`src/pis_pkg.sv`:
```
// pis_pkg: widths, payload types, register indexes and shared helpers for the
// pid_integral_separation block. Depends on nothing.

package pis_pkg;

	localparam int DATA_WIDTH = 32;
	localparam int ERR_W      = DATA_WIDTH + 1;
	localparam int DIFF_W     = DATA_WIDTH + 2;
	localparam int GAIN_W     = 24;
	localparam int FRAC_W     = 16;
	localparam int LIMIT_W    = 31;
	localparam int DRIVE_W    = 32;
	localparam int ISUM_W     = 40;
	localparam int MUL_W      = DIFF_W + GAIN_W;
	localparam int PROD_W     = MUL_W - FRAC_W;
	localparam int TERM_W     = PROD_W + 1;
	localparam int ACC_W      = TERM_W + 1;
	localparam int SUM_W      = TERM_W + 2;
	localparam int CFG_IDX_W  = 3;

	localparam logic [CFG_IDX_W-1:0] CFG_GAIN_P           = CFG_IDX_W'(0);
	localparam logic [CFG_IDX_W-1:0] CFG_GAIN_I           = CFG_IDX_W'(1);
	localparam logic [CFG_IDX_W-1:0] CFG_GAIN_D           = CFG_IDX_W'(2);
	localparam logic [CFG_IDX_W-1:0] CFG_INTEGRAL_LIMIT   = CFG_IDX_W'(3);
	localparam logic [CFG_IDX_W-1:0] CFG_OUTPUT_LIMIT     = CFG_IDX_W'(4);
	localparam logic [CFG_IDX_W-1:0] CFG_SEPARATION_LIMIT = CFG_IDX_W'(5);

	localparam logic signed [ISUM_W-1:0] ISUM_MAX = {1'b0, {(ISUM_W-1){1'b1}}};
	localparam logic signed [ISUM_W-1:0] ISUM_MIN = {1'b1, {(ISUM_W-1){1'b0}}};

	typedef struct packed {
		logic signed [DATA_WIDTH-1:0] setpoint;
		logic signed [DATA_WIDTH-1:0] measured;
	} in_item_t;

	typedef struct packed {
		logic signed [DRIVE_W-1:0] drive;
		logic                      drive_clipped;
		logic                      integral_used;
	} out_item_t;

	// error compared against the separation band
	typedef struct packed {
		logic above_sep;
		logic below_sep;
		logic neg;
		logic pos;
	} err_flags_t;

	function automatic logic signed [TERM_W-1:0] signed_term(
		input logic [PROD_W-1:0] mag,
		input logic              neg
	);
		logic signed [TERM_W-1:0] t;
		t = $signed({1'b0, mag});
		return neg ? -t : t;
	endfunction

endpackage

```
`src/pis_gain_mul.sv`:
```
// pis_gain_mul: sign-magnitude gain product, |value|*gain/65536 truncated,
// registered with the sign of the value. Depends on pis_pkg.

module pis_gain_mul (
	input  logic                               clk,
	input  logic                               en,
	input  logic signed [pis_pkg::DIFF_W-1:0]  value,
	input  logic        [pis_pkg::GAIN_W-1:0]  gain,
	output logic        [pis_pkg::PROD_W-1:0]  prod_s2,
	output logic                               neg_s2
);

	logic                          neg;
	logic [pis_pkg::DIFF_W-1:0]    mag;
	logic [pis_pkg::MUL_W-1:0]     full;

	assign neg  = value[pis_pkg::DIFF_W-1];
	assign mag  = neg ? (~value + 1'b1) : value;
	assign full = pis_pkg::MUL_W'(mag) * pis_pkg::MUL_W'(gain);

	always_ff @(posedge clk) begin
		if (en) begin
			prod_s2 <= full[pis_pkg::MUL_W-1:pis_pkg::FRAC_W];
			neg_s2  <= neg;
		end
	end

endmodule

```
`config.mk`:
```
export PLATFORM = sky130hd
export DESIGN_NAME = pis_gain_mul
export DESIGN_NICKNAME = d
export VERILOG_FILES = /design/src/pis_pkg.sv /design/src/pis_gain_mul.sv
export SDC_FILE = /design/constraint.sdc
export NUM_CORES = 2
export LEC_CHECK = 0
export ABC_AREA = 1
export BUFFER_PORTS_ARGS = -buffer_cell sky130_fd_sc_hd__buf_2
export CORE_MARGIN = 1
export CORE_UTILIZATION = 65
export CTS_BUF_LIST = sky130_fd_sc_hd__clkbuf_4 sky130_fd_sc_hd__clkbuf_8 sky130_fd_sc_hd__clkbuf_16
export DETAILED_ROUTE_END_ITERATION = 6
export PLACE_DENSITY = 0.87
export SLEW_MARGIN = 15
export SYNTH_ARGS = -nofsm -noshare
export SYNTH_HDL_FRONTEND = slang
export SYNTH_SLANG_ARGS = --single-unit
```
`constraint.sdc`:
```
create_clock -name clk -period 9.2 [get_ports clk]
set_input_delay 1.84 -clock clk [delete_from_list [all_inputs] [get_ports clk]]
set_output_delay 1.84 -clock clk [all_outputs]
set_load 0.05 [all_outputs]
```
==> impl_metrics.prom <==
# TYPE chip_impl_metric gauge
chip_impl_metric{name="post_route_cells_drive_above_1_share",unit="%"} 12.9
chip_impl_metric{name="synthesis.area",unit="mm2"} 0.0286
chip_impl_metric{name="worstMarginPinSlew",unit="ns"} 1.03
chip_impl_metric{name="critical_path_required",unit="ns"} 9.25
chip_impl_info{name="crit_top_cell",value="sky130_fd_sc_hd__nand2_1"} 1
chip_impl_metric{name="timing.final.hold_violations",unit=""} 0
chip_impl_metric{name="netlist_instances",unit=""} 3618
chip_impl_metric{name="detail_route.drc_violations",unit=""} 6
chip_impl_metric{name="fp.coreArea",unit="mm2"} 0.0433
chip_impl_metric{name="die_area",unit="mm2"} 0.0449
chip_impl_metric{name="global_route_congestion_overflow_total",unit=""} 0
chip_impl_metric{name="cp_slowest_stage_delay",unit="ns"} 0.55
chip_impl_metric{name="post_drt_via_cell_ratio",unit=""} 5.82
chip_impl_metric{name="max_clock_freq",unit="MHz"} 111
chip_impl_metric{name="seq_area",unit="mm2"} 0.00129
chip_impl_metric{name="synthesized_area_per_cell",unit="um2"} 7.91
chip_impl_metric{name="clkTransAtPathRegs",unit="ns"} 0.06
chip_impl_metric{name="detail_route.iter0.violations",unit=""} 2978
chip_impl_metric{name="hold-path-cell-count",unit=""} 1
chip_impl_metric{name="layout.core_utilization",unit="%"} 73.9
chip_impl_metric{name="clkSinkCount",unit=""} 43
chip_impl_metric{name="vias_in_the_first_global_route",unit=""} 26891
chip_impl_metric{name="clock_path_buffers",unit=""} 2
chip_impl_info{name="holdCritStartpoint",value="value[33]"} 1
chip_impl_metric{name="io_buffers",unit=""} 102
chip_impl_metric{name="global_route.usage.total",unit="%"} 45.7
chip_impl_metric{name="holdWs",unit="ns"} 1.92
chip_impl_metric{name="synth-seq-cells",unit=""} 43
chip_impl_metric{name="synth.top_cell.area_share",unit="%"} 49.0
chip_impl_metric{name="finalNetCount",unit=""} 4776
chip_impl_info{name="critPathLaunchType",value="input port"} 1
chip_impl_metric{name="route.vias.total",unit=""} 25759
chip_impl_metric{name="area_growth_syn_to_layout",unit="%"} 11.7
chip_impl_metric{name="std_cell_rows",unit=""} 76
chip_impl_metric{name="antenna_found_initial",unit=""} 5
chip_impl_info{name="endpoint_type_of_the_worst_setup_path",value="flop"} 1
chip_impl_info{name="violations",value="DRC"} 1
chip_impl_info{name="synth_top_cells_by_area",value="sky130_fd_sc_hd__fa_1 49%, sky130_fd_sc_hd__inv_1 12%, sky130_fd_sc_hd__nand2_1 8.5%"} 1
chip_impl_info{name="tritoncts_clock_tree",value="done"} 1
chip_impl_metric{name="num-fill-cells",unit=""} 3134
chip_impl_metric{name="critPathMaxFanout",unit=""} 4
chip_impl_metric{name="hpwl",unit="um"} 83000
chip_impl_metric{name="timing_max_transition_violations_final",unit=""} 0
chip_impl_metric{name="cts_hold_repair.buffers",unit=""} 0
chip_impl_metric{name="relSlewSlack",unit="%"} 31.6
chip_impl_metric{name="route.antenna.remaining_nets",unit=""} 0
chip_impl_info{name="hp-class",value="input port to flop"} 1
chip_impl_metric{name="period_needed",unit="ns"} 9.02
chip_impl_metric{name="yosysSeqAreaShare",unit="%"} 4.51
chip_impl_metric{name="place_inst",unit=""} 4409
chip_impl_metric{name="detailedRoute.firstPassIterationCount",unit=""} 7
chip_impl_metric{name="cts_buffers",unit=""} 5
chip_impl_metric{name="io-pin-count",unit=""} 103
chip_impl_metric{name="chipWidth",unit="um"} 212
chip_impl_metric{name="synth.lib_cells_used.distinct",unit=""} 43
chip_impl_metric{name="gp_congestion",unit=""} 1.04
chip_impl_info{name="slowest_stage",value="sky130_fd_sc_hd__fa_1"} 1
chip_impl_metric{name="initial_core_util",unit="%"} 66.2
chip_impl_metric{name="cts.htree.levels",unit=""} 2
chip_impl_info{name="outcome",value="finished with violations"} 1
chip_impl_metric{name="wl_per_cell",unit="um"} 22.1
chip_impl_info{name="timing.setup.critical_path_class",value="input port to flop"} 1
chip_impl_metric{name="maxCapViolCount",unit=""} 0
chip_impl_metric{name="grt_max_degree",unit=""} 44
chip_impl_metric{name="worst_ep_arrival_time",unit="ns"} 9.07
chip_impl_metric{name="mappedNetlistNets",unit=""} 4560
chip_impl_info{name="yosysTopAreaCell",value="sky130_fd_sc_hd__fa_1"} 1
chip_impl_info{name="cts.root.buffer_cell",value="sky130_fd_sc_hd__clkbuf_16"} 1
chip_impl_info{name="setup_repair_after_global_routing_missed_its_margin",value="true"} 1
chip_impl_metric{name="stdcell_count",unit=""} 4423
chip_impl_info{name="whs_endpoint",value="neg_s2$_DFFE_PP_"} 1
chip_impl_metric{name="finalWirelength",unit="um"} 97900
chip_impl_metric{name="die_height",unit="um"} 212
chip_impl_metric{name="ys_warn_count",unit=""} 0
chip_impl_metric{name="timing.final.crit_share",unit="%"} 98.1
chip_impl_metric{name="global_route_wire_length_before_repair",unit="um"} 151000
chip_impl_metric{name="final-setup-viol-count",unit=""} 0
chip_impl_metric{name="multi_input_gate_area",unit="mm2"} 0.0236
routing by layer:
metal | part of all wire (%) | up-vias | GRT usage, % | wire (um)
li1 | - | 10856 | - | -
met1 | 34 | 12357 | 57.6 | 33300
met2 | 43 | 2037 | 69.1 | 42300
met3 | 15 | 507 | 14.6 | 14300
met4 | 8.2 | 2 | 27.4 | 8020
met5 | 0.016 | - | 0 | 16
worst max-delay path: cells and delay by family:
kind | cells | cell delay (ns)
AOI/OAI and AO/OA | 4 | 0.86
and+or+nand+nor | 12 | 1.47
buffers and inverters | 10 | 0.85
adders and majority gates | 9 | 4.04
registers in the layout, summed over array words and instances (netlist names):
signal / count
neg_s2: 1
prod_s2: 42
synth_stat cells, drive strengths merged:
| master | instances |
|---|---|
| inv | 933 |
| fa | 701 |
| nand2 | 657 |
| nor2 | 549 |
| ha | 181 |
| nand3 | 138 |
| clkbuf | 101 |
| a21oi | 76 |
| o21ai | 55 |
| edfxtp | 43 |
| buf | 41 |
| xor2 | 29 |
| nor3 | 22 |
| nand4 | 14 |
| a31oi | 13 |
| o21bai | 11 |
| a21o | 10 |
| clkinv | 10 |
| xnor2 | 7 |
| or2 | 6 |
| a21boi | 5 |
| nor4 | 4 |
| nand3b | 3 |
| o21a | 3 |
| o211ai | 2 |
| a211oi | 1 |
| and2 | 1 |
| o31ai | 1 |
| or3 | 1 |
area by class of cell:
cell class / instances / share of cell area, %
Multi-Input combinational cell: 2490 / 73.9
Inverter: 943 / 11.1
Timing Repair Buffer: 351 / 8.10
Sequential cell: 43 / 4.04
Tap cell: 585 / 2.29
Clock buffer: 5 / 0.391
Clock inverter: 3 / 0.223
Antenna cell: 3 / 0.0235
stage by stage:
| step | setup slack, ns | TNS, ns | cell area, um2 |
|---|---|---|---|
| after floorplan | 0.806 | 0 | 28600 |
| after global routing | -0.0782 | -0.722 | 32000 |
| after detailed placement | -0.167 | -1.87 | 31300 |
| after global placement | -0.0933 | -0.441 | 31300 |
| final | 0.178 | 0 | 32000 |
| after CTS | 0.0758 | 0 | 31500 |
cells by family after synthesis:
logic type                 after synthesis  share of synthesized area [%]
xor gates and xnor gates                36                           1.10
DFF                                     43                           4.51
buffers and inverters                 1085                           14.5
AOI/OAI and AO/OA                      177                           3.47
and+or+nand+nor                       1395                           19.5
adders and majority gates              882                           56.9
placed cells by master, fill, tap and decap left out, types with 14 or more instances in the layout:
cell	instances
sky130_fd_sc_hd__o21ai_0	37
sky130_fd_sc_hd__nor3_1	16
sky130_fd_sc_hd__nand4_1	14
sky130_fd_sc_hd__nand3_1	133
sky130_fd_sc_hd__xor2_1	28
sky130_fd_sc_hd__fa_1	686
sky130_fd_sc_hd__buf_2	102
sky130_fd_sc_hd__fa_2	15
sky130_fd_sc_hd__ha_1	164
sky130_fd_sc_hd__inv_2	15
sky130_fd_sc_hd__nor2_1	522
sky130_fd_sc_hd__o21ai_1	15
sky130_fd_sc_hd__buf_4	230
sky130_fd_sc_hd__nand2_2	15
sky130_fd_sc_hd__inv_1	916
sky130_fd_sc_hd__a21oi_2	19
sky130_fd_sc_hd__nor2_2	23
sky130_fd_sc_hd__edfxtp_1	43
sky130_fd_sc_hd__a21oi_1	57
sky130_fd_sc_hd__buf_12	16
sky130_fd_sc_hd__nand2_1	640
worst max path at each step:
stage	from	end	slack (ns)	depth (start not counted)
4_1_cts	value[0]	prod_s2[34]$_DFFE_PP_	0.08	34
5_1_grt	value[1]	prod_s2[33]$_DFFE_PP_	-0.08	37
6_report	value[0]	prod_s2[39]$_DFFE_PP_	0.18	35
3_5_place_dp	value[1]	prod_s2[34]$_DFFE_PP_	-0.17	34
2_1_floorplan	value[1]	prod_s2[41]$_DFFE_PP_	0.81	34
3_3_place_gp	value[0]	prod_s2[35]$_DFFE_PP_	-0.09	35
repair_timing:
action / 4_1_cts / 5_1_grt
setup buffers: 0 / 3
resized for setup: 0 / 131
setup endpoints to repair: 0 / 35
Power is not shown: default switching activity piles up to over one toggle a cycle in this logic, so the estimate is an artifact.
