**src/pis_pkg.sv**
```systemverilog
// pis_pkg: widths, payload types, register indexes and shared helpers for the
// pid_integral_separation block. Depends on nothing.

package pis_pkg;

	localparam int DATA_WIDTH = 32;
	localparam int ERR_W      = DATA_WIDTH + 1;
	localparam int DIFF_W     = DATA_WIDTH + 2;
	localparam int GAIN_W     = 24;
	localparam int FRAC_W     = 16;
	localparam int LIMIT_W    = 31;
	localparam int DRIVE_W    = 32;
	localparam int ISUM_W     = 40;
	localparam int MUL_W      = DIFF_W + GAIN_W;
	localparam int PROD_W     = MUL_W - FRAC_W;
	localparam int TERM_W     = PROD_W + 1;
	localparam int ACC_W      = TERM_W + 1;
	localparam int SUM_W      = TERM_W + 2;
	localparam int CFG_IDX_W  = 3;

	localparam logic [CFG_IDX_W-1:0] CFG_GAIN_P           = CFG_IDX_W'(0);
	localparam logic [CFG_IDX_W-1:0] CFG_GAIN_I           = CFG_IDX_W'(1);
	localparam logic [CFG_IDX_W-1:0] CFG_GAIN_D           = CFG_IDX_W'(2);
	localparam logic [CFG_IDX_W-1:0] CFG_INTEGRAL_LIMIT   = CFG_IDX_W'(3);
	localparam logic [CFG_IDX_W-1:0] CFG_OUTPUT_LIMIT     = CFG_IDX_W'(4);
	localparam logic [CFG_IDX_W-1:0] CFG_SEPARATION_LIMIT = CFG_IDX_W'(5);

	localparam logic signed [ISUM_W-1:0] ISUM_MAX = {1'b0, {(ISUM_W-1){1'b1}}};
	localparam logic signed [ISUM_W-1:0] ISUM_MIN = {1'b1, {(ISUM_W-1){1'b0}}};

	typedef struct packed {
		logic signed [DATA_WIDTH-1:0] setpoint;
		logic signed [DATA_WIDTH-1:0] measured;
	} in_item_t;

	typedef struct packed {
		logic signed [DRIVE_W-1:0] drive;
		logic                      drive_clipped;
		logic                      integral_used;
	} out_item_t;

	// error compared against the separation band
	typedef struct packed {
		logic above_sep;
		logic below_sep;
		logic neg;
		logic pos;
	} err_flags_t;

	function automatic logic signed [TERM_W-1:0] signed_term(
		input logic [PROD_W-1:0] mag,
		input logic              neg
	);
		logic signed [TERM_W-1:0] t;
		t = $signed({1'b0, mag});
		return neg ? -t : t;
	endfunction

endpackage

```
**src/pis_integrator.sv**
```systemverilog
// pis_integrator: integral state with clamp to the limit, separation band and
// one-sided accumulation beyond the limit. Depends on pis_pkg.

module pis_integrator (
	input  logic                               clk,
	input  logic                               arst_n,
	input  logic                               en,
	input  logic        [pis_pkg::PROD_W-1:0]  iprod,
	input  logic                               ineg,
	input  pis_pkg::err_flags_t                flags,
	input  logic        [pis_pkg::LIMIT_W-1:0] limit,
	output logic signed [pis_pkg::ISUM_W-1:0]  integ_s3,
	output logic                               used_s3
);

	logic signed [pis_pkg::ISUM_W-1:0] isum_q;
	logic signed [pis_pkg::ISUM_W-1:0] lim;
	logic signed [pis_pkg::ISUM_W-1:0] nlim;
	logic signed [pis_pkg::ISUM_W-1:0] base;
	logic signed [pis_pkg::ISUM_W-1:0] sat;
	logic signed [pis_pkg::ISUM_W-1:0] isum_next;
	logic signed [pis_pkg::TERM_W-1:0] iterm;
	logic signed [pis_pkg::ACC_W-1:0]  wide;
	logic                              above;
	logic                              below;
	logic                              used;
	logic                              add_en;

	assign lim   = $signed(pis_pkg::ISUM_W'(limit));
	assign nlim  = -lim;
	assign above = isum_q > lim;
	assign below = isum_q < nlim;
	assign iterm = pis_pkg::signed_term(iprod, ineg);

	always_comb begin
		if (above) begin
			base   = lim;
			used   = !flags.above_sep;
			add_en = !flags.above_sep && flags.neg;
		end else if (below) begin
			base   = nlim;
			used   = !flags.below_sep;
			add_en = !flags.below_sep && flags.pos;
		end else begin
			base   = isum_q;
			used   = !(flags.above_sep || flags.below_sep);
			add_en = used;
		end
		wide = pis_pkg::ACC_W'(base) + pis_pkg::ACC_W'(iterm);
		if (wide > pis_pkg::ACC_W'(pis_pkg::ISUM_MAX)) begin
			sat = pis_pkg::ISUM_MAX;
		end else if (wide < pis_pkg::ACC_W'(pis_pkg::ISUM_MIN)) begin
			sat = pis_pkg::ISUM_MIN;
		end else begin
			sat = wide[pis_pkg::ISUM_W-1:0];
		end
		isum_next = add_en ? sat : base;
	end

	always_ff @(posedge clk or negedge arst_n) begin
		if (!arst_n) begin
			isum_q <= '0;
		end else if (en) begin
			isum_q <= isum_next;
		end
	end

	always_ff @(posedge clk) begin
		if (en) begin
			integ_s3 <= used ? isum_next : '0;
			used_s3  <= used;
		end
	end

endmodule

```
**config.mk**
```make
export PLATFORM = sky130hd
export DESIGN_NAME = pis_integrator
export DESIGN_NICKNAME = d
export VERILOG_FILES = /design/src/pis_pkg.sv /design/src/pis_integrator.sv
export SDC_FILE = /design/constraint.sdc
export NUM_CORES = 1
export LEC_CHECK = 0
export BUFFER_PORTS_ARGS = -buffer_cell sky130_fd_sc_hd__buf_4
export CAP_MARGIN = 20
export CORE_ASPECT_RATIO = 1.2
export CORE_UTILIZATION = 45
export DETAILED_ROUTE_END_ITERATION = 8
export PLACE_DENSITY = 0.68
export SETUP_SLACK_MARGIN = 0.15
export SYNTH_ARGS = -nofsm -noshare
export SYNTH_HDL_FRONTEND = slang
export SYNTH_SLANG_ARGS = --single-unit
export TNS_END_PERCENT = 10
```
**constraint.sdc**
```tcl
create_clock -name clk -period 8.6 [get_ports clk]
set_input_delay 0.43 -clock clk [delete_from_list [all_inputs] [get_ports clk]]
set_output_delay 0.43 -clock clk [all_outputs]
set_load 0.005 [all_outputs]
```
==> flow_summary_export.csv <==
group,metric,value,unit
outcome,status,"complete, but fails checks",
outcome,failing_checks,"design-rule violations, negative setup slack",
drt,detailedRoute.firstPassIterationCount,8,
critical_path,timing.critical_path.fanout_max,7,
drt,finalWirelength,42.9,mm
critical_path,critical_path_class,"input port to flip-flop",
die,chipWidth,144,um
critical_path,cpMaxStageDelayCell,"sky130_fd_sc_hd__or4_4",
placed_design,place.detailed.instances,2085,
drt,antenna_violating_nets_post_route,0,
die,start_util,45.8,%
final_layout,antennaDiodeCount,0,
sta,unrepaired_setup_endpoints_after_global_routing,"yes",
critical_path,worst-endpoint-required,8.72,ns
critical_path,worst-path-stages,49,
critical_path,path_buf_inv,6,
global_routing,grt_usage,34.9,%
critical_path,crit_path_start_kind,"input port",
critical_path,cp.arrival,8.81,ns
sta,timing.final.ws_setup,-0.0826,ns
yosys,ys_types,90,
critical_path,slowest_delay,0.55,ns
final_layout,nets,2000,
clock_network,cts.sink_count,81,
job,max_cap_viol,0,
yosys,synth.largest_area_cell,"sky130_fd_sc_hd__ha_1",
global_routing,first_pass_grt_wire_length,67.0,mm
min_path,hold_class,"input port to async pin",
clock_network,worst_skew_pair.late_latency,0.37,ns
yosys,ys_top_cells_by_count,"sky130_fd_sc_hd__a21oi_1 (135), sky130_fd_sc_hd__nor2_1 (127), sky130_fd_sc_hd__nand2_1 (119)",
sta,setup_viol,22,
critical_path,worstRegToRegCells,30,
yosys,total_of_flip_flops_plus_latches_after_synthesis,81,
pwr,leakage,6.94,nW
sta,relSlewSlack,33.0,%
clock_network,cts-root-to-sink-buffers,2,
global_routing,maximum_number_of_pins_on_one_net_before_global_route_repair,77,
pwr,vdd_drop_max,0.178,mV
global_routing,antenna_found_initial,0,
drt,routed_wire_length_per_instance,20.1,um
die,rows,62,
sta,timing.clock.skew,0.00533,ns
sta,timing.final.max_slew_violations,0,
critical_path,crit_path_end_kind,"flip-flop",
final_layout,drive_above_1_share,36.1,%
drt,dr_total_vias,12900,
sta,finalWorstPathRequiredPeriod,8.68,ns
final_layout,final-instance-count-excl-fill,2135,
drt,drc,1,
die,boundaryPins,122,
critical_path,worst-r2r-setup-slack,1.49,ns
pwr,total_power,5.90,mW
yosys,synth.most_common_cell,"sky130_fd_sc_hd__a21oi_1",
sta,final.hold.worst_slack,0.0761,ns
critical_path,r2r-end,"integ_s3[5]",
final_layout,area_delta_synth_final,44.2,%
sta,fin_crit_sh,101,%
critical_path,timing.rr.start,"isum_q[37]",
pwr,pwr_density_cell,374,nW/um^2
sta,max_slew.worst_pin.slew,1.00,ns
drt,drc_marker_count_from_the_first_detailed_route_iteration,822,
yosys,ys.flop_type,"sky130_fd_sc_hd__edfxtp_1",
yosys,synthesis.instances,1423,
critical_path,critical_path.top_delay_family,"simple AND/OR/NAND/NOR gates",
critical_path,setup.worst_path.start,"limit[0]",
yosys,synth_top_cells_by_area,"sky130_fd_sc_hd__ha_1 (12%), sky130_fd_sc_hd__edfxtp_1 (11%), sky130_fd_sc_hd__dfrtp_1 (9.1%)",
placed_design,port_buffers,121,
sta,maxClockFrequency,0.115,GHz
yosys,yosys_warnings,0,
clock_network,cts.hold.buffers_added,0,
clock_network,cts_tree,"done",
global_routing,grt_overflow_total,0,
yosys,syn_area_per_cell,7.69,um^2
die,design.core.area,23900,um^2
yosys,syn-num-nets,1613,
clock_network,clk_pin_slew,0.07,ns
die,floorplan.die_area,24900,um^2
clock_network,cts-buffers-inserted,9,
clock_network,h-tree-depth,3,
clock_network,cts.root.buffer_cell,"sky130_fd_sc_hd__clkbuf_16",
yosys,post-synth-top-area-fraction,12.3,%
placed_design,hpwl,33.3,mm
yosys,synthArstFlopShare,49.4,%
sta,timing.final.hold_violations,0,
yosys,synth.yosys.seq_area_share,20.4,%
yosys,synth_enable_flop_cells,41,
global_routing,vias_in_the_first_global_route,12700,
die,chipHeight,173,um
drt,viasPerCell,6.05,
critical_path,worst_setup_path_endpoint,"integ_s3[5]",
placed_design,place.gp.congestion,1.01,
yosys,mappedNetlistArea,10900,um^2
placed cells by master, fill, tap and decap left out, types with 7 or more instances in the layout:
cell,n
sky130_fd_sc_hd__buf_4,437
sky130_fd_sc_hd__nor2_1,120
sky130_fd_sc_hd__nand2_1,110
sky130_fd_sc_hd__ha_1,99
sky130_fd_sc_hd__a21oi_1,85
sky130_fd_sc_hd__xnor2_1,84
sky130_fd_sc_hd__o21ai_0,67
sky130_fd_sc_hd__inv_1,62
sky130_fd_sc_hd__nor3_1,43
sky130_fd_sc_hd__edfxtp_1,41
sky130_fd_sc_hd__dfrtp_1,40
sky130_fd_sc_hd__nand4_1,36
sky130_fd_sc_hd__a21o_1,36
sky130_fd_sc_hd__a21oi_2,36
sky130_fd_sc_hd__nand3_1,26
sky130_fd_sc_hd__o31ai_1,24
sky130_fd_sc_hd__xor2_1,21
sky130_fd_sc_hd__nor4_1,20
sky130_fd_sc_hd__nand2b_1,19
sky130_fd_sc_hd__a31oi_1,19
sky130_fd_sc_hd__o21ai_1,16
sky130_fd_sc_hd__nor2b_1,15
sky130_fd_sc_hd__a21oi_4,15
sky130_fd_sc_hd__or3_1,14
sky130_fd_sc_hd__and2_1,14
sky130_fd_sc_hd__or4_1,12
sky130_fd_sc_hd__o211ai_1,12
sky130_fd_sc_hd__o21bai_1,12
sky130_fd_sc_hd__and3_1,10
sky130_fd_sc_hd__a22oi_1,10
sky130_fd_sc_hd__o31ai_2,10
sky130_fd_sc_hd__nand3b_1,9
sky130_fd_sc_hd__nand2_2,9
sky130_fd_sc_hd__clkbuf_16,9
sky130_fd_sc_hd__buf_6,9
sky130_fd_sc_hd__nor3_2,8
sky130_fd_sc_hd__mux2_2,8
sky130_fd_sc_hd__o41ai_1,7
sky130_fd_sc_hd__buf_12,7
worst register-to-register path: cells and delay by family (launching register included):
family / cells / cell delay, ns
AO/OA/AOI/OAI: 18 / 3.78
adder cells (fa/ha/maj): 1 / 0.27
buffers and inverters: 4 / 1.06
flip-flops: 1 / 0.43
AND/OR/NAND/NOR: 7 / 1.31
per-layer routing:
layer | up-vias | share of wire (%) | global-route usage (%)
met5 | - | 0 | 0
met4 | 0 | 5.6 | 19.4
met3 | 123 | 6.3 | 5.40
met2 | 520 | 49 | 59.3
met1 | 6176 | 39 | 41.4
li1 | 6097 | - | -
cells by family (layout without fill, tap and decap cells):
| logic type | Yosys count | after routing | share of synthesized area (%) |
|---|---|---|---|
| AO/OA/AOI/OAI | 457 | 457 | 27.7 |
| buffers and inverters | 146 | 537 | 5.45 |
| AND/OR/NAND/NOR | 511 | 512 | 24.1 |
| multiplexers | 10 | 10 | 1.02 |
| XOR/XNOR | 108 | 108 | 8.77 |
| adder cells (fa/ha/maj) | 110 | 110 | 12.6 |
| flip-flops | 81 | 81 | 20.4 |
how the worst min path moves through the flow:
stage | from | to | slack [ns]
2_1_floorplan | arst_n | isum_q[0] | 0.13
3_3_place_gp | arst_n | isum_q[20] | 0.47
3_5_place_dp | arst_n | isum_q[13] | 0.49
4_1_cts | arst_n | isum_q[13] | 0.09
5_1_grt | arst_n | isum_q[13] | 0.11
6_report | arst_n | isum_q[7] | 0.08
cell type report:
class,instances,area (um^2)
Tap cell,320,400
Multi-Input combinational cell,1197,8990
Timing Repair Buffer,456,3580
Fill cell,2096,8110
Inverter,65,265
Sequential cell,81,2230
Clock inverter,6,73.8
Clock buffer,10,239
state kept, by name, summed over array words and instances, names as in the netlist:
name / cells
integ_s3: 40
isum_q: 40
used_s3: 1
metrics by stage:
stage | TNS, ns | setup WS [ns] | cell area [um^2] | utilization, %
after detailed placement | -98.05 | -1.36 | 14400 | 60.3
after global placement | -74.25 | -1.04 | 14400 | 60.3
after CTS | -0.334 | -0.0467 | 15400 | 64.3
final | -1.19 | -0.0826 | 15800 | 66.0
after global routing | -23.77 | -0.424 | 15800 | 66.0
after floorplan | -48.14 | -0.710 | 11200 | -
repair_timing:
action,in CTS,in global routing
pin swaps,60,57
setup endpoints to repair,80,80
gates resized for setup,87,81
gates cloned,2,0
buffers inserted,26,6
report_power, final:
part	switching (mW)	leakage (nW)	internal [mW]
sequential	0.194	0.882	0.604
clock	0.189	0.147	0.237
combinational	2.50	5.91	2.18
Note: power is estimated with default switching activity, not from simulation.
