$ cat src/pis_pkg.sv
// pis_pkg: widths, payload types, register indexes and shared helpers for the
// pid_integral_separation block. Depends on nothing.

package pis_pkg;

	localparam int DATA_WIDTH = 32;
	localparam int ERR_W      = DATA_WIDTH + 1;
	localparam int DIFF_W     = DATA_WIDTH + 2;
	localparam int GAIN_W     = 24;
	localparam int FRAC_W     = 16;
	localparam int LIMIT_W    = 31;
	localparam int DRIVE_W    = 32;
	localparam int ISUM_W     = 40;
	localparam int MUL_W      = DIFF_W + GAIN_W;
	localparam int PROD_W     = MUL_W - FRAC_W;
	localparam int TERM_W     = PROD_W + 1;
	localparam int ACC_W      = TERM_W + 1;
	localparam int SUM_W      = TERM_W + 2;
	localparam int CFG_IDX_W  = 3;

	localparam logic [CFG_IDX_W-1:0] CFG_GAIN_P           = CFG_IDX_W'(0);
	localparam logic [CFG_IDX_W-1:0] CFG_GAIN_I           = CFG_IDX_W'(1);
	localparam logic [CFG_IDX_W-1:0] CFG_GAIN_D           = CFG_IDX_W'(2);
	localparam logic [CFG_IDX_W-1:0] CFG_INTEGRAL_LIMIT   = CFG_IDX_W'(3);
	localparam logic [CFG_IDX_W-1:0] CFG_OUTPUT_LIMIT     = CFG_IDX_W'(4);
	localparam logic [CFG_IDX_W-1:0] CFG_SEPARATION_LIMIT = CFG_IDX_W'(5);

	localparam logic signed [ISUM_W-1:0] ISUM_MAX = {1'b0, {(ISUM_W-1){1'b1}}};
	localparam logic signed [ISUM_W-1:0] ISUM_MIN = {1'b1, {(ISUM_W-1){1'b0}}};

	typedef struct packed {
		logic signed [DATA_WIDTH-1:0] setpoint;
		logic signed [DATA_WIDTH-1:0] measured;
	} in_item_t;

	typedef struct packed {
		logic signed [DRIVE_W-1:0] drive;
		logic                      drive_clipped;
		logic                      integral_used;
	} out_item_t;

	// error compared against the separation band
	typedef struct packed {
		logic above_sep;
		logic below_sep;
		logic neg;
		logic pos;
	} err_flags_t;

	function automatic logic signed [TERM_W-1:0] signed_term(
		input logic [PROD_W-1:0] mag,
		input logic              neg
	);
		logic signed [TERM_W-1:0] t;
		t = $signed({1'b0, mag});
		return neg ? -t : t;
	endfunction

endpackage

$ cat src/pis_drive_sat.sv
// pis_drive_sat: final sum of the terms, saturation to the output limit and
// the result register. Depends on pis_pkg.

module pis_drive_sat (
	input  logic                               clk,
	input  logic                               en,
	input  logic signed [pis_pkg::SUM_W-1:0]   pd,
	input  logic signed [pis_pkg::ISUM_W-1:0]  integ,
	input  logic                               used,
	input  logic        [pis_pkg::LIMIT_W-1:0] limit,
	output pis_pkg::out_item_t                 out_item_s4
);

	logic signed [pis_pkg::SUM_W-1:0] total;
	logic signed [pis_pkg::SUM_W-1:0] lim;
	logic signed [pis_pkg::SUM_W-1:0] clamped;
	logic                             clip;

	assign total = pd + pis_pkg::SUM_W'(integ);
	assign lim   = $signed(pis_pkg::SUM_W'(limit));

	always_comb begin
		clip    = 1'b1;
		clamped = total;
		if (total > lim) begin
			clamped = lim;
		end else if (total < -lim) begin
			clamped = -lim;
		end else begin
			clip = 1'b0;
		end
	end

	always_ff @(posedge clk) begin
		if (en) begin
			out_item_s4.drive         <= clamped[pis_pkg::DRIVE_W-1:0];
			out_item_s4.drive_clipped <= clip;
			out_item_s4.integral_used <= used;
		end
	end

endmodule

$ cat config.mk
export PLATFORM = sky130hd
export DESIGN_NAME = pis_drive_sat
export DESIGN_NICKNAME = d
export VERILOG_FILES = /design/src/pis_pkg.sv /design/src/pis_drive_sat.sv
export SDC_FILE = /design/constraint.sdc
export NUM_CORES = 1
export LEC_CHECK = 0
export BUFFER_PORTS_ARGS = -buffer_cell sky130_fd_sc_hd__buf_2
export CORE_MARGIN = 5
export CORE_UTILIZATION = 43
export CTS_CLUSTER_DIAMETER = 150
export CTS_CLUSTER_SIZE = 14
export DETAILED_ROUTE_END_ITERATION = 7
export GPL_TIMING_DRIVEN = 0
export PLACE_DENSITY = 0.66
export SETUP_SLACK_MARGIN = 0.2
export SLEW_MARGIN = 20
export SYNTH_ARGS = -nofsm -noshare
export SYNTH_HDL_FRONTEND = slang
export SYNTH_SLANG_ARGS = --single-unit
export TNS_END_PERCENT = 5
$ cat constraint.sdc
create_clock -name clk -period 13.2 [get_ports clk]
set_clock_uncertainty 0.1 [all_clocks]
set_input_delay 1.98 -clock clk [delete_from_list [all_inputs] [get_ports clk]]
set_output_delay 1.98 -clock clk [all_outputs]
set_load 0.05 [all_outputs]
==> results of run 1 <==
Yosys cell counts, drive strengths merged (15+ instances only):
cell type  instances  share of area
ha               117           0.22
a21oi             76          0.057
inv               70          0.039
nand2             69          0.038
nor2              59          0.034
xnor2             53          0.068
o21ai             50          0.037
edfxtp            34           0.15
a21o              26          0.029
nand3             24          0.018
nand4             23          0.021
nor3              19          0.015
clkbuf            17         0.0094
a22oi             16          0.018
xor2              16          0.021
o21a              15          0.017
critical path, delay by kind of cell:
kind / cells / cell delay [ps]
adder cells (fa/ha/maj): 3 / 900
XOR/XNOR: 1 / 380
buffers and inverters: 3 / 530
AND/OR/NAND/NOR: 3 / 700
AO/OA/AOI/OAI: 14 / 4090
power breakdown:
group | internal (mW) | total (mW) | switching, mW
sequential | 0.148 | 0.152 | 0.00406
combinational | 0.180 | 0.513 | 0.332
clock | 0.0686 | 0.105 | 0.0360
total | 0.397 | 0.769 | 0.372
per-layer routing:
metal,part of all wire,GRT usage,up-vias,wire length (um)
met1,0.49,0.344,3166,10100
met5,0,0,-,0
li1,-,-,3555,-
met4,0.011,0.0409,0,227
met2,0.41,0.326,300,8360
met3,0.086,0.0186,18,1750
kinds of logic after synthesis:
| kind of cell | Yosys count |
|---|---|
| mux | 15 |
| flops | 34 |
| buf+inv | 97 |
| simple gates | 262 |
| compound gates | 272 |
| fa+ha+maj | 119 |
| xor+xnor | 70 |
path summary, 6_finish.rpt:
kind  startpoint                        end  slack, ps  cells after the start
max        pd[0]  out_item_s4[22]$_DFFE_PP_       4510                     24
min         used   out_item_s4[0]$_DFFE_PP_       1780                      1
stage by stage:
stage / util / hold slack (ps) / instances
after CTS: 0.506 / 1780 / 1243
final: 0.506 / 1780 / 1243
after detailed placement: 0.498 / 2060 / 1236
after global placement: 0.498 / 2060 / 1236
after floorplan: - / 1980 / 869
after global routing: 0.506 / 1780 / 1243
cell type report:
class | count | area share
multi-input combinational | 738 | 0.679
buffer | 26 | 0.0138
inverter | 71 | 0.0335
sequential | 34 | 0.128
tap | 216 | 0.0340
timing repair buffer | 151 | 0.0950
clock buffer | 7 | 0.0167
==> results.toml, run 1 <==
[cells_and_area]
final_layout_size_suffix_gt1_frac = 0.172
syn_to_final_growth_pct = 17.1
n_fill_cell = 1588
multi_input_area_mm2 = 0.00540
largest_reg_flops = 34
nets = 1264
final_common_cell = "buf_2"
antenna_cells = 0
reg_top3 = "out_item_s4: 34 flops"
largest-register = "out_item_s4"
seq_area_mm2 = 0.00102
final_cell_mix = "buf_2, ha_1, a21oi_1"
design_area_mm2 = 0.00795

[clock_network]
cts_tree = "done"
clk_path_buf_depth = 2
clkTransAtPathRegs_ps = 50
post-cts-setup-buffer-count = 0
hold_buffers = 0
post_cts_resized = 0
cts-root-buf = "clkbuf_16"
clkSinkCount = 34
numCtsBuffers = 5
htree_levels = 2

[synthesis]
synth_adder_area_share = 0.220
synth_seq_cells = 34
synthSimpleGateAreaFrac = 0.192
synth-edff-count = 34
synthMuxAreaShare = 0.0226
synth_top_family_by_area = "compound AO/OA/AOI/OAI gates"
synth-seq-area-share = 0.150
synth_compound_area_frac = 0.268
ys.flop_type = "edfxtp_1"
async_flop_share = 0
synth_cell_types = 70
syn_area_mm2 = 0.00680
ys_warn_count = 0
synth_xor_area_frac = 0.0922
syn-num-nets = 1106
synth_cells = 869
synth.avg_cell_area_um2 = 7.82

[place]
hpwl_mm = 17.4
place_ws_ps = 4380
gp_congestion = 0.954
place_area_mm2 = 0.00782
port-buffer-count = 151

[timing]
setup_slack_ps = 4510
finalCritPeriodShare = 0.659
setup_viol = 0
hold_viol = 0
period_needed_ps = 8690
max_clock_freq_ghz = 0.115
relSlewSlack = 0.270
fin_tns_setup_ps = 0
slew_violations = 0
worstMarginPinSlew_ps = 1090
rsz0062_at_grt = "no"

[worst_setup_path]
critPathRequiredTime_ps = 13110
path_cells = "buf_2 > ha_1 > inv_1 > fa_1 > nor2b_1 > o2111ai_2 > a2111oi_0 > nor4b_2 > o41ai_1 > xor2_1 > ha_1 > a21o_1 > a21o_1 > a211o_1 > a21oi_1 > o31ai_1 > a2111o_1 > a31oi_1 > a221oi_1 > o31ai_4 > nand2_1 > clkbuf_1 > a22oi_1 > a21oi_1"
slowest_delay_ps = 680
startpoint_type = "input port"
critPathMaxFanout = 10
slowest_stage = "o41ai_1"
setup.worst_path.end_class = "register"
crit_type = "in2reg"
cp.arrival_ps = 8600

[power]
peakVddDrop_mv = 0.0588
total_power_mw = 0.769
power.density_mw_per_mm2 = 96.7
power.leakage_nw = 3.75

[route]
drtIter0Drc = 557
drc = 0
ant_nets = 0
finalWirelength_mm = 20.5
wl_per_cell_um = 16.5
dr.pass1.iters = 5
vias_per_cell = 5.66
vias = 7039

[grt]
grt_max_degree = 35
antenna_found_initial = 0
grt_pass1_vias = 6506
grt.overflow.total = 0
track_usage = 0.219
grt_pass1_wl_mm = 32.7

[die]
rows = 46
placeableCoreArea_mm2 = 0.0157
die_h_um = 136
die_x_um = 136
initial_core_util = 0.432
die-area_mm2 = 0.0184
boundaryPins = 153

[run_status]
status = "finished, final reports clean"

[worst_hold_path]
hp-class = "in2reg"

[job]
cap_violations = 0
Note: power is estimated with default switching activity, not from simulation.
==> inputs of run 2 (changes only) <==
--- a/config.mk
+++ b/config.mk
@@ -5,6 +5,7 @@
 export SDC_FILE = /design/constraint.sdc
 export NUM_CORES = 1
 export LEC_CHECK = 0
+export ABC_AREA = 1
 export BUFFER_PORTS_ARGS = -buffer_cell sky130_fd_sc_hd__buf_2
 export CORE_MARGIN = 5
 export CORE_UTILIZATION = 43
@@ -12,7 +13,6 @@
 export CTS_CLUSTER_SIZE = 14
 export DETAILED_ROUTE_END_ITERATION = 7
 export GPL_TIMING_DRIVEN = 0
-export PLACE_DENSITY = 0.66
 export SETUP_SLACK_MARGIN = 0.2
 export SLEW_MARGIN = 20
 export SYNTH_ARGS = -nofsm -noshare
==> constraint.sdc (replaced) <==
create_clock -name clk -period 8.27 [get_ports clk]
set_clock_uncertainty 0.1 [all_clocks]
set_input_delay 1.2405 -clock clk [delete_from_list [all_inputs] [get_ports clk]]
set_output_delay 1.2405 -clock clk [all_outputs]
set_load 0.05 [all_outputs]
==> run 2 against run 1 <==
  * Wire length up 24%
  * Critical path depth up 8
  * Cell count up 31%
  * Combinational power up 73%
  * Worst setup slack worse by 2400 ps
  * Sequential share of layout area down 1.6 points
==> results.toml, run 2 <==
[run_status]
status = "finished, final reports clean"

[clock_network]
numCtsBuffers = 5
clk_path_buf_depth = 2
clkTransAtPathRegs_ps = 50
clkSinkCount = 34
post-cts-setup-buffer-count = 0
cts-root-buf = "clkbuf_16"
post_cts_resized = 0
hold_buffers = 0
htree_levels = 2
cts_tree = "done"

[worst_setup_path]
crit_type = "in2reg"
critPathRequiredTime_ps = 8290
slowest_stage = "xnor2_1"
startpoint = "pd[0]"
startpoint_type = "input port"
setup.worst_path.end_class = "register"
cp.arrival_ps = 6170
slowest_delay_ps = 450
cp_common_cell = "nand2_1"
critPathMaxFanout = 10

[cells_and_area]
final_common_cell = "nand2_1"
finalNonFillerCells = 1629
n_fill_cell = 1896
utilization = 0.505
syn_to_final_growth_pct = 15.3
reg_top3 = "out_item_s4: 34 flops"
nets = 1636
final_cell_mix = "nand2_1, inv_1, buf_2"
final_layout_size_suffix_gt1_frac = 0.173
antenna_cells = 0
largest-register = "out_item_s4"
design_area_mm2 = 0.00911
largest_reg_flops = 34

[route]
wl_per_cell_um = 15.6
vias_per_cell = 5.21
drc = 0
vias = 8492
drtIter0Drc = 527
dr.pass1.iters = 5
finalWirelength_mm = 25.5
ant_nets = 0

[die]
rows = 49
initial_core_util = 0.438
die_x_um = 146
boundaryPins = 153
die-area_mm2 = 0.0212
die_h_um = 146
placeableCoreArea_mm2 = 0.0180

[place]
place_ws_ps = 1840
hpwl_mm = 22.4
dp_cells = 1621
port-buffer-count = 152
gp_congestion = 0.931
place_area_mm2 = 0.00895

[synthesis]
yosysMostFrequentCell = "nand2_1"
synth-edff-count = 34
ys_warn_count = 0
syn_area_mm2 = 0.00790
synth-seq-area-share = 0.129
synthTopCellsByArea = "ha_1, nand2_1, edfxtp_1"
synth.avg_cell_area_um2 = 6.37
async_flop_share = 0
synth_cells = 1240
synth_cell_types = 49
ys.flop_type = "edfxtp_1"
synthTopCellsByCount = "nand2_1, inv_1, nor2_1"
syn-num-nets = 1477
yosysTopAreaCellShare = 0.185
synth_seq_cells = 34
netlist.top_cell.by_area = "ha_1"

[timing]
max_clock_freq_ghz = 0.163
worstMarginPinSlew_ps = 734
rsz0062_at_grt = "no"
relSlewSlack = 0.510
slew_violations = 0
setup_viol = 0
hold_viol = 0
fin_tns_setup_ps = 0
whs_ps = 1030
period_needed_ps = 6150
setup_slack_ps = 2120
finalCritPeriodShare = 0.744

[grt]
grt_pass1_wl_mm = 41.0
grt_max_degree = 35
antenna_found_initial = 0
grt.overflow.total = 0
track_usage = 0.232
grt_pass1_vias = 8196

[worst_hold_path]
hp-class = "in2reg"
worstHoldStart = "used"

[power]
total_power_mw = 1.34
peakVddDrop_mv = 0.176
power.density_mw_per_mm2 = 147
switching_share = 0.506
sequentialPowerShare = 0.183
internal_power_mw = 0.663
power.leakage_nw = 4.91
switchingPower_mw = 0.680
pwr-share-clk = 0.157
combPwrFrac = 0.660

[job]
cap_violations = 0
[run 2: changes by cell type after synthesis, moves of 14 or more]
cell / previous run / this run
a21o_1: 26 / 6
a21oi_1: 74 / 91
a22oi_1: 16 / 0
clkbuf_1: 17 / 2
inv_1: 70 / 198
nand2_1: 69 / 320
nand3_1: 24 / 75
nand3_2: 0 / 34
nand4_1: 23 / 52
nor2_1: 58 / 120
o21a_1: 15 / 1
o21ai_1: 16 / 2
xnor2_1: 53 / 15
xor2_1: 16 / 36
[run 2: power by group through the flow]
stage	clock (mW)	sequential [mW]	combinational, mW
final	0.211	0.246	0.886
after global placement	0	0.249	0.877
after detailed placement	0	0.250	0.881
after CTS	0.213	0.247	0.885
after global routing	0.219	0.250	0.985
after floorplan	0	0.373	0.510
[run 2: area by class of cell]
class,count,area (um^2),share of cell area
sequential,34,1020,0.112
timing repair buffer,152,761,0.0835
multi-input combinational,984,5960,0.655
inverter,204,767,0.0842
clock buffer,7,133,0.0146
tap,229,287,0.0315
clock inverter,1,30.0,0.00330
buffer,18,148,0.0162
[run 2: final timing paths]
check | endpoint | slack (ps) | cells after the start
worst max-delay path | out_item_s4[11]$_DFFE_PP_ | 2120 | 32
worst min-delay path | out_item_s4[0]$_DFFE_PP_ | 1030 | 1
[run 2: critical path: cells and delay by family]
family | cells | cell delay [ps]
AND/OR/NAND/NOR | 21 | 2440
AO/OA/AOI/OAI | 2 | 260
buffers and inverters | 5 | 850
XOR/XNOR | 1 | 450
adder cells (fa/ha/maj) | 3 | 880
[run 2: per-layer routing]
| layer | global-route usage | part of all wire | up-vias |
|---|---|---|---|
| met2 | 0.382 | 0.45 | 266 |
| met1 | 0.326 | 0.47 | 3764 |
| li1 | - | - | 4427 |
| met3 | 0.0240 | 0.059 | 35 |
| met5 | 0 | 0 | - |
| met4 | 0.0588 | 0.020 | 0 |
[run 2: logic make-up after synthesis]
logic type,count (synthesis),synth area share
and+or+nand+nor,658,0.400
xor gates and xnor gates,51,0.0566
DFF,34,0.129
buffers and inverters,222,0.116
adders and majority gates,118,0.188
AOI/OAI and AO/OA,157,0.111
==> inputs of run 3 (changes only) <==
--- a/config.mk
+++ b/config.mk
@@ -13,6 +13,7 @@
 export CTS_CLUSTER_SIZE = 14
 export DETAILED_ROUTE_END_ITERATION = 7
 export GPL_TIMING_DRIVEN = 0
+export PLACE_DENSITY = 0.67
 export SETUP_SLACK_MARGIN = 0.2
 export SLEW_MARGIN = 20
 export SYNTH_ARGS = -nofsm -noshare
==> constraint.sdc (replaced) <==
create_clock -name clk -period 4.9 [get_ports clk]
set_clock_uncertainty 0.1 [all_clocks]
set_input_delay 0.735 -clock clk [delete_from_list [all_inputs] [get_ports clk]]
set_output_delay 0.735 -clock clk [all_outputs]
set_load 0.05 [all_outputs]
==> run 3 against run 2 <==
  * Worst hold slack worse by 510 ps
  * Sequential share of layout area fell by 1.1 points
  * Wire length increased by 1.8%
  * Worst setup slack got worse by 1800 ps
  * Clock power is 41% higher
  * Cell area is 11% higher
  * Critical path type unchanged
  * Highest routed layer unchanged
==> results.toml, run 3 (same netlist as run 2, synthesis figures left out) <==
[worst_setup_path]
startpoint = "integ[10]"
critPathRequiredTime_ps = 4830
startpoint_type = "input port"
setup.worst_path.end_class = "register"
cp.arrival_ps = 4500
critPathMaxFanout = 10
cp-endpoint = "out_item_s4[32]$_DFFE_PP_"
crit_type = "in2reg"

[timing]
max_clock_freq_ghz = 0.219
hold_viol = 0
rsz0062_at_grt = "yes"
setup_viol = 0
relSlewSlack = 0.481
finalCritPeriodShare = 0.934
slew_violations = 0
period_needed_ps = 4570
worstMarginPinSlew_ps = 778

[power]
switching_share = 0.508
internal_power_mw = 1.19
combPwrFrac = 0.706
power.leakage_nw = 5.22
sequentialPowerShare = 0.171
peakVddDrop_mv = 0.264
pwr-share-clk = 0.123
switchingPower_mw = 1.23
power.density_mw_per_mm2 = 240

[route]
vias_per_cell = 5.30
drc = 0
wl_per_cell_um = 15.6
vias = 8788
drtIter0Drc = 558
dr.pass1.iters = 5
ant_nets = 0
finalWirelength_mm = 25.9

[cells_and_area]
design_area_mm2 = 0.0101
final_cell_mix = "nand2_1, inv_1, buf_2"
utilization = 0.559
nets = 1666
antenna_cells = 0
largest_reg_flops = 34
final_common_cell = "nand2_1"
final_layout_size_suffix_gt1_frac = 0.273
n_fill_cell = 1832
reg_top3 = "out_item_s4: 34 flops"
syn_to_final_growth_pct = 27.5
largest-register = "out_item_s4"

[place]
hpwl_mm = 21.6
gp_congestion = 0.953
port-buffer-count = 152
place_area_mm2 = 0.00895

[clock_network]
clk_path_buf_depth = 2
cts_tree = "done"
htree_levels = 2
clkSinkCount = 34
cts-root-buf = "clkbuf_16"
numCtsBuffers = 5
clkTransAtPathRegs_ps = 60

[worst_hold_path]
hp-class = "in2reg"

[grt]
antenna_found_initial = 0
track_usage = 0.226
grt_pass1_vias = 8337
grt_pass1_wl_mm = 39.9
grt_max_degree = 35
grt.overflow.total = 0

[die]
die-area_mm2 = 0.0212
die_x_um = 146
initial_core_util = 0.438
boundaryPins = 153
rows = 49
die_h_um = 146
placeableCoreArea_mm2 = 0.0180

[job]
cap_violations = 0

[run_status]
status = "finished, final reports clean"
==> run 3: cell count changes in the layout (fill, tap and decap cells not counted), sizes merged <==
cell / delta
clkbuf: +1
bufinv: -1
clkinv: +3
buf: +27
==> run 3: power groups by stage <==
stage | logic [mW] | clock network [mW] | registers [mW]
final | 1.70 | 0.298 | 0.413
after global routing | 1.86 | 0.317 | 0.420
after CTS | 1.52 | 0.303 | 0.414
after detailed placement | 1.47 | 0 | 0.420
after global placement | 1.46 | 0 | 0.418
after floorplan | 0.861 | 0 | 0.630
==> run 3: what timing repair did <==
action / in CTS / in global routing
setup endpoints to repair: 33 / 33
hold buffers: 0 / 0
buffers inserted: 1 / 26
gates resized for setup: 41 / 135
pin swaps: 4 / 42
gates cloned: 0 / 3
==> run 3: final cells by class <==
type	instances	area (um^2)	share of cell area
plain buffers	18	221	0.0220
multi-input cells	984	6580	0.653
clock inverters	3	11.3	0.00112
flip-flops and latches	34	1020	0.101
inverters	204	769	0.0764
well taps	229	287	0.0284
clock buffers	5	125	0.0124
repair buffers	182	1060	0.106
==> run 3: how the worst min path moves through the flow <==
| stage | startpoint | endpoint | slack [ps] | cells past startpoint |
|---|---|---|---|---|
| floorplan | used | out_item_s4[0]$_DFFE_PP_ | 730 | 0 |
| global placement | used | out_item_s4[0]$_DFFE_PP_ | 820 | 1 |
| detailed placement | used | out_item_s4[0]$_DFFE_PP_ | 820 | 1 |
| CTS | used | out_item_s4[0]$_DFFE_PP_ | 520 | 1 |
| global route | used | out_item_s4[0]$_DFFE_PP_ | 530 | 1 |
| finish | used | out_item_s4[0]$_DFFE_PP_ | 530 | 1 |
==> run 3: through the flow <==
stage | power, mW | setup slack [ps] | std cells | setup TNS, ps | hold WS, ps
2_1_floorplan | 1.49 | 526 | 1240 | 0 | 734
3_3_place_gp | 1.87 | -808 | 1621 | -22990 | 819
3_5_place_dp | 1.89 | -844 | 1621 | -24050 | 819
4_1_cts | 2.24 | 211 | 1630 | 0 | 525
5_1_grt | 2.59 | 126 | 1659 | 0 | 530
6_report | 2.42 | 325 | 1659 | 0 | 527
==> run 3: worst max-delay path: stages <==
cell	delay, ps
buf_2	100
ha_2	400
nand2_2	100
nor2_2	180
inv_1	70
nor2_1	120
inv_1	90
nor2_1	170
a21oi_2	100
xnor2_2	160
buf_4	160
ha_1	290
nand2_1	70
nor3_1	120
nand4_1	150
nor3_2	240
a21boi_4	260
nor3_2	70
nor2_1	120
nor2_1	50
nand2_1	90
nand2_2	100
nand2_4	160
nand2_8	90
buf_12	160
nand3_2	60
nand3_2	100
==> run 3: routing by layer <==
| metal | GRT usage | wire length (um) |
|---|---|---|
| met5 | 0 | 0 |
| met4 | 0.0770 | 760 |
| met3 | 0.0218 | 1740 |
| met2 | 0.374 | 12000 |
| met1 | 0.307 | 11500 |
